### config.mk
export PLATFORM = sky130hd
export DESIGN_NAME = adll_ctl
export DESIGN_NICKNAME = d
export VERILOG_FILES = /design/src/adll_pkg.sv /design/src/adll_ctl.sv
export SDC_FILE = /design/constraint.sdc
export NUM_CORES = 1
export LEC_CHECK = 0
export BUFFER_PORTS_ARGS = -buffer_cell sky130_fd_sc_hd__clkbuf_2
export CAP_MARGIN = 15
export CORE_AREA = 5 5 42 44
export CTS_CLUSTER_SIZE = 20
export DETAILED_ROUTE_END_ITERATION = 8
export DIE_AREA = 0 0 47 49
export GPL_TIMING_DRIVEN = 0
export PLACE_DENSITY = 0.46
export SLEW_MARGIN = 40
export SYNTH_ARGS = -nofsm -noshare
export SYNTH_HDL_FRONTEND = slang
export SYNTH_SLANG_ARGS = --single-unit
export TNS_END_PERCENT = 30
### constraint.sdc
create_clock -name clk -period 2.4 [get_ports clk]
set_clock_uncertainty 0.05 [all_clocks]
set_input_delay 0.48 -clock clk [delete_from_list [all_inputs] [get_ports clk]]
set_output_delay 0.48 -clock clk [all_outputs]
set_load 0.05 [all_outputs]
### src/adll_pkg.sv
// ----------------------------------------------------------------------------
// adll_pkg: shared types for the array doubly linked list
// Opcodes, status codes, controller states and the command/status bundles
// that join the controller and the datapath.
// ----------------------------------------------------------------------------
package adll_pkg;

  // request opcodes
  typedef enum logic [1:0] {
    OP_INS_AFTER  = 2'd0,
    OP_INS_BEFORE = 2'd1,
    OP_DELETE     = 2'd2,
    OP_READ       = 2'd3
  } op_t;

  // result status codes
  typedef enum logic [1:0] {
    ST_OK    = 2'd0,
    ST_BAD   = 2'd1,
    ST_FULL  = 2'd2,
    ST_EMPTY = 2'd3
  } status_t;

  // controller states
  typedef enum logic [2:0] {
    S_CLEAR,
    S_IDLE,
    S_EVAL,
    S_WR1,
    S_WR2
  } ctl_state_t;

  // controller to datapath
  typedef struct packed {
    logic clear;    // init sweep writes one slot
    logic accept;   // request taken this cycle
    logic eval;     // slot data valid, decide status
    logic wr1;      // first link update
    logic wr2;      // second link update
    logic respond;  // load result registers
  } ctl_cmd_t;

  // datapath to controller
  typedef struct packed {
    logic clear_last;  // sweep is at the last slot
    logic go_write;    // request passed checks and modifies the list
  } dp_sts_t;

endpackage

### src/adll_ctl.sv
// ----------------------------------------------------------------------------
// adll_ctl: request sequencer
// Runs the init sweep after reset, then steps each request through
// evaluate and up to two link-update states.
// ----------------------------------------------------------------------------
module adll_ctl (
  input  logic              clk,
  input  logic              rst_n,
  input  logic              start,
  input  adll_pkg::dp_sts_t sts,
  output adll_pkg::ctl_cmd_t cmd,
  output logic              busy
);
  import adll_pkg::*;

  ctl_state_t state_r, state_nxt;

  // state register
  always_ff @(posedge clk) begin
    if (!rst_n) begin
      state_r <= S_CLEAR;
    end else begin
      state_r <= state_nxt;
    end
  end

  // next state and commands
  always_comb begin
    state_nxt = state_r;
    cmd       = '0;
    busy      = 1'b1;
    case (state_r)
      S_CLEAR: begin
        cmd.clear = 1'b1;
        if (sts.clear_last) begin
          state_nxt = S_IDLE;
        end
      end
      S_IDLE: begin
        busy = 1'b0;
        if (start) begin
          cmd.accept = 1'b1;
          state_nxt  = S_EVAL;
        end
      end
      S_EVAL: begin
        cmd.eval = 1'b1;
        if (sts.go_write) begin
          state_nxt = S_WR1;
        end else begin
          cmd.respond = 1'b1;
          state_nxt   = S_IDLE;
        end
      end
      S_WR1: begin
        cmd.wr1   = 1'b1;
        state_nxt = S_WR2;
      end
      S_WR2: begin
        cmd.wr2     = 1'b1;
        cmd.respond = 1'b1;
        state_nxt   = S_IDLE;
      end
      default: begin
        state_nxt = S_CLEAR;
      end
    endcase
  end

endmodule

; Word-level counts from Yosys, hierarchy flattened
; Cells that the tools add are included.
[totals]
ff_bits = 3
in_bits = 5
output_inout_bits = 7
elab_cells = 22
[classes]
eq_ne = 6
mux = 13
reduce_logical = 2
[op_table]
columns = operator, n
row1 = one-hot mux 3 bit (5 select lines), 1
row2 = two-way mux 1 bit, 8
row3 = "== test 3 x 2 -> 1 bit, second input constant", 2
row4 = two-way mux 3 bit, 2
row5 = "!= test 2 bit, second input constant", 2
row6 = "== test 3 x 1 -> 1 bit, second input constant", 1
row7 = "== test 3 bit, second input constant", 1
row8 = zero test 3 bit, 1
row9 = two-way mux 2 bit, 1
row10 = one-hot mux 1 bit (2 select lines), 1
row11 = AND reduction 2 bit, 1

; Logic depth before layout (Yosys ltp)
; Gate-level depths: netlist of run 1.
[depth]
word_depth = 3
ltp_mapped = 4
ltp_nobuf = 3

; Worst setup path before layout of run 1
; No wires, ideal clock.
[synth_path]
path_kind = reg2out
start = register state_r[0]
end = output port cmd[1] (netlist bit)
t_arrival_ns = 1.634
required_time_ns = 1.870
slack_ns = 0.236
stages_incl_launch_ff = 3
n_path_buf = 1
cell_sequence = dfxtp_1 -> buf_4 -> nor3b_1
[synth_lines]
columns = item, line
row1 = from (decl), adll_ctl.sv:16  ; ctl_state_t state_r, state_nxt;
row2 = from (signal assigned), adll_ctl.sv:23  ; state_r <= state_nxt;
row3 = to (decl), adll_ctl.sv:11  ; output adll_pkg::ctl_cmd_t cmd,

==> impl_results.md, run 1 <==
* Critical path peak fanout at 8
* WL/cell at 9.63 um
* Hold Vio Cnt, Final at 0
* Cts bufs inserted at 3
* Clk Latency, worst-skew pair at 0.23 ns
* Setup crit start kind: register
* Fin Setup TNS at 0 ns
* Final WL at 539 um
* Die X at 47 um
* Met1 Resource Use GR at 0.0571
* Final GP Congestion at 0.594
* Share of layout cells above drive strength 1 at 0.475
* Post-Synthesis Cell Area at 216 um2
* Syn_area_per_cell at 8.66 um2
* CTS resizes at 0
* DRC viols at 0
* Pwr dens at 636 nW/um2
* Die area at 2300 um2
* Row count at 14
* Status: finished, final reports clean
* Synth top area share at 0.277
* First-pass GRT wire length at 910 um
* Hold_buf cts at 0
* DP HPWL at 423 um
* Reg2Reg Depth at 3
* Synth Register Bits at 3
* Final net count at 46
* Largest registers: state_r: 3 flops
* Mux share of post-synthesis cell area at 0
* Largest net degree at the start of global routing at 11
* H-tree levels at 1
* Adder-Cell Fraction of Synth Area at 0
* Worst VDD drop at 0.000131 V
* CP max-delay cell: dfxtp_1
* RSZ-0062 raised after global routing: no
* Routed via count at 211
* Sequential fraction of the synthesis area at 0.277
* Vias per inst at 3.77
* Area grow syn2layout at 46.8%
* Number of flip-flops under the largest register name at 3
* Setup Crit Path Kind: reg2out
* Initial antenna violation count at 0
* Filler cell count at 172
* Clk buf depth at 2
* Max incr delay on CP at 0.50 ns
* CTS Root Cell: clkbuf_4
* Syn Nets at 30
* I/O Buffers at 11
* Compound-Gate Fraction of Synth Area at 0.0867
* Part of the power in the clock network at 0.434
* Total leakage power at 0.149 nW
* R2r setup slk at 1.24 ns
* Total setup buffers inserted after CTS at 0
* Gr busiest metal: met2
* Clk slew on worst S/H paths at 0.04 ns
* Number of global-route vias before repair at 225
* Count of final setup violators at 0
* Core footprint at 1400 um2
* Synth Area in Simple Gates at 0.549
* CP endpoint kind: primary output
* Rel. slew slack at 0.783
* CTS sink count at 3
* Worst EP arrival at 1.41 ns
* Distinct cells, synth at 18
* Worst-Margin Slew at 0.325 ns
* Crit path capture: cmd[0]
* Critical path, cell by cell: or2b_1, a21oi_1, clkbuf_2
* Largest family of logic cells by synthesized area: simple AND/OR/NAND/NOR gates
* Number of antenna diodes at 0
* Reg power frac at 0.275
* Cell count after synthesis at 25
* Final min period at 1.94 ns
* HP Class: in2reg
* Critical Path RT at 1.87 ns
* First-pass detailed-route iteration total at 3
* Crit path from: state_r[2]
* Synth area leaders: dfxtp_1 28%, nor2b_4 13%, and3_1 5.8%
* Achievable Freq at 516 MHz
* GR Util met2 at 0.0792
* Met3 GRT Util at 0.0369
* DR iter-0 viols at 5
* Layout Utilization at 0.227
* Max-Cap Viols at 0
* Switch share at 0.335
* RR Startpoint: state_r[2]
* Biggest register: state_r
* Die Ht at 49 um
* Top cell type by total area after synthesis: dfxtp_1
* Net switching power figure at 0.0677 mW
* GRT Total Usage at 0.0585
* Final worst-path cycle share at 0.808
* Final ANT Viol Nets at 0
* Worst R2R End: state_r[0]
* Slew Limit Fails at 0
* XOR/XNOR Fraction of Synth Area at 0
* IO Pins at 12
* Synth warn at 0
* Initial core utilization at 0.154
* Overflow after GRT at 0
* CTS tree: built
* Combinational share of power at 0.290
* P_int at 0.134 mW
[cells by family after synthesis]
kind of cell           after synthesis
AO/OA/AOI/OAI                        3
buffers and inverters                2
flip-flops                           3
AND/OR/NAND/NOR                     17
[metrics by stage]
step | cell area [um2] | power, mW | cells | hold slack (ns) | setup WS, ns
after global routing | 318 | 0.222 | 56 | 0.431 | 0.320
final | 318 | 0.202 | 56 | 0.439 | 0.462
after floorplan | 216 | 0.102 | 25 | 0.558 | 0.236
after global placement | 292 | 0.115 | 52 | 0.556 | 0.708
after detailed placement | 292 | 0.116 | 52 | 0.566 | 0.716
after CTS | 318 | 0.209 | 56 | 0.429 | 0.461
[placed cells by master, fill, tap and decap left out, drive strengths merged, types with 2 or more instances in the layout]
| cell type | netlist | final |
|---|---|---|
| nand2 | 2 | 2 |
| clkbuf | 0 | 15 |
| nor2 | 2 | 2 |
| and3 | 2 | 2 |
| nor3 | 2 | 2 |
| dfxtp | 3 | 3 |
| nor2b | 2 | 2 |
| buf | 2 | 2 |
[routing by layer]
metal  routed length, um  part of all wire  vias to the layer above
met1                 244              0.45                       92
met3                  16             0.030                        0
met5                   0                 0                        -
met4                   0                 0                        0
li1                    -                 -                      116
met2                 277              0.51                        3
[worst max-delay path, delay by kind of cell, from the launching register on]
family,cells,cell delay [ns]
compound gates,1,0.13
buf+inv,1,0.29
flops,1,0.50
simple gates,1,0.26
[power by group through the flow]
stage | Sequential [mW] | Clock (mW) | Combinational, mW
floorplan | 0.0560 | 0 | 0.0457
global placement | 0.0563 | 0 | 0.0589
detailed placement | 0.0564 | 0 | 0.0594
CTS | 0.0556 | 0.0938 | 0.0593
global route | 0.0559 | 0.103 | 0.0628
finish | 0.0557 | 0.0878 | 0.0587
[layout make-up]
type	instances	area, um2	area share
tap	16	20.0	0.0630
clock buffer	4	26.3	0.0827
timing repair buffer	11	55.1	0.173
buffer	2	18.8	0.0591
sequential	3	60.1	0.189
multi-input combinational	20	138	0.433
[Yosys cell counts (all sizes together)]
master	instances
nor3	2
nor2	2
nor3b	1
nor4b	1
nand2b	1
o21ai	1
and3b	1
and2	1
and3	2
o31a	1
buf	2
a21oi	1
dfxtp	3
nand3b	1
nor2b	2
nand2	2
or2b	1
[how the worst min path moves through the flow]
stage          startpoint          to  slack (ns)  cells after the start
2_1_floorplan       rst_n  state_r[0]        0.56                      1
3_3_place_gp   state_r[0]  state_r[0]        0.56                      2
3_5_place_dp   state_r[0]  state_r[0]        0.57                      2
4_1_cts             rst_n  state_r[0]        0.43                      2
5_1_grt             rst_n  state_r[0]        0.43                      2
6_report            rst_n  state_r[0]        0.44                      2
Power figures use the tool's default switching activity.
==> inputs of run 2 (changes only) <==
--- a/config.mk
+++ b/config.mk
@@ -12,7 +12,7 @@
 export DETAILED_ROUTE_END_ITERATION = 8
 export DIE_AREA = 0 0 47 49
 export GPL_TIMING_DRIVEN = 0
-export PLACE_DENSITY = 0.46
+export PLACE_DENSITY = 0.47
 export SLEW_MARGIN = 40
 export SYNTH_ARGS = -nofsm -noshare
 export SYNTH_HDL_FRONTEND = slang
==> constraint.sdc (replaced) <==
create_clock -name clk -period 1.6 [get_ports clk]
set_clock_uncertainty 0.05 [all_clocks]
set_input_delay 0.32 -clock clk [delete_from_list [all_inputs] [get_ports clk]]
set_output_delay 0.32 -clock clk [all_outputs]
set_load 0.05 [all_outputs]
==> run 2 against run 1 <==
Effect of this change: the run now ends with setup timing left; utilization grew 3.3 points; register-to-register slack got worse by 0.78 ns; largest cell class unchanged; design area increased by 15%; flip-flop and latch count stayed put; sequential share of layout area shrank 1.7 points; worst hold slack worse by 0.17 ns.
==> impl_results.md, run 2 (synthesized netlist as in run 1, its figures left out) <==
* Status: complete, but fails checks
* Violated checks: setup timing
* GRT Total Usage at 0.0598
* Worst R2R End: state_r[0]
* Overflow after GRT at 0
* WL/cell at 10.4 um
* Worst EP arrival at 1.24 ns
* Slew Limit Fails at 0
* DRC viols at 0
* Die X at 47 um
* Core footprint at 1400 um2
* Pwr Total at 0.321 mW
* HP Start: rst_n
* CTS Root Cell: clkbuf_4
* Number of global-route vias before repair at 237
* DP HPWL at 417 um
* Cts bufs inserted at 3
* Setup Crit Path Kind: reg2out
* Achievable Freq at 622 MHz
* Clk slew on worst S/H paths at 0.04 ns
* Final worst-path cycle share at 1.01
* Largest registers: state_r: 3 flops
* Count of final setup violators at 1
* Cells after DPL at 52
* Non-Filler Instances at 57
* R2r setup slk at 0.46 ns
* Setup crit start kind: register
* Hold WS at 0.271 ns
* DP Worst Slack at 0.0687 ns
* I/O Buffers at 11
* Initial core utilization at 0.154
* Clk buf depth at 2
* Biggest register: state_r
* Most frequent cells in the layout: 5 x clkbuf_2, 4 x buf_4, 4 x clkbuf_4
* Routed via count at 231
* Largest net degree at the start of global routing at 11
* Vias per inst at 4.05
* Share of layout cells above drive strength 1 at 0.585
* Worst-Margin Slew at 0.250 ns
* Setup ws final at -0.00802 ns
* CTS tree: built
* Die Ht at 49 um
* Initial antenna violation count at 0
* Row count at 14
* Crit path from: state_r[1]
* Hold Vio Cnt, Final at 0
* Final WL at 593 um
* Filler cell count at 171
* RSZ-0062 raised after global routing: yes
* First-pass GRT wire length at 966 um
* Reg2Reg Depth at 4
* DR iter-0 viols at 0
* CP endpoint kind: primary output
* Final net count at 47
* Final min period at 1.61 ns
* Number of flip-flops under the largest register name at 3
* Final ANT Viol Nets at 0
* Clk Latency, worst-skew pair at 0.24 ns
* H-tree levels at 1
* Critical Path RT at 1.23 ns
* Rel. slew slack at 0.831
* Final GP Congestion at 0.641
* Area grow syn2layout at 68.2%
* First-pass detailed-route iteration total at 1
* RR Startpoint: state_r[1]
* IO Pins at 12
* Number of antenna diodes at 0
* HP Class: in2reg
* Pwr dens at 883 nW/um2
* Worst VDD drop at 0.000479 V
* CTS sink count at 3
* Total leakage power at 0.165 nW
* Crit path capture: cmd[0]
* Die area at 2300 um2
* Commonest non-fill, non-tap cell in the layout: clkbuf_2
* Critical path peak fanout at 8
* Max-Cap Viols at 0
-- run 2: critical path, cell delays in order (launching register included) --
cell and delay, ns:
dfxtp_2 0.31, buf_6 0.11, nor2b_4 0.16, nand2b_1 0.08, a21oi_2 0.17, buf_8 0.16
-- run 2: worst min path at each step --
stage | endpoint | slack [ns] | depth (start not counted)
floorplan | state_r[0] | 0.40 | 1
finish | state_r[0] | 0.27 | 2
global route | state_r[0] | 0.27 | 2
CTS | state_r[0] | 0.27 | 2
global placement | state_r[0] | 0.52 | 2
detailed placement | state_r[0] | 0.52 | 2
-- run 2: final cells by class --
class | instances | area (um2) | area share
Buffer | 2 | 18.8 | 0.0515
Clock buffer | 4 | 26.3 | 0.0722
Multi-Input combinational cell | 20 | 146 | 0.402
Sequential cell | 3 | 62.6 | 0.172
Tap cell | 16 | 20.0 | 0.0550
Timing Repair Buffer | 12 | 90.1 | 0.247
-- run 2: repair_timing --
| item | CTS | global route |
|---|---|---|
| hold buffers | 0 | 0 |
| gates resized for setup | 8 | 8 |
| gates cloned | 0 | 0 |
| pin swaps | 0 | 1 |
| setup buffers | 0 | 1 |
| setup endpoints to repair | 5 | 6 |
| hold endpoints to repair | 0 | 0 |
-- run 2: through the flow --
step                      setup TNS (ns)  area [um2]   util
after CTS                        -0.0243         350  0.250
after global routing              -0.106         364  0.260
after detailed placement               0         297  0.212
after floorplan                   -0.533         221      -
after global placement                 0         297  0.212
final                           -0.00802         364  0.260
-- run 2: where the power goes --
part	switching (mW)	internal, mW	total, mW
Sequential	0.00422	0.0795	0.0838
Clock	0.0463	0.0939	0.140
Combinational	0.0614	0.0360	0.0974
-- run 2: per-layer routing --
| metal | part of all wire | routed length, um | global-route usage | vias to the layer above |
|---|---|---|---|---|
| met5 | 0 | 0 | 0 | - |
| met4 | 0 | 0 | 0.0276 | 0 |
| met3 | 0.056 | 33 | 0.0443 | 0 |
| met2 | 0.50 | 296 | 0.0814 | 6 |
| met1 | 0.44 | 263 | 0.0680 | 108 |
| li1 | - | - | - | 117 |
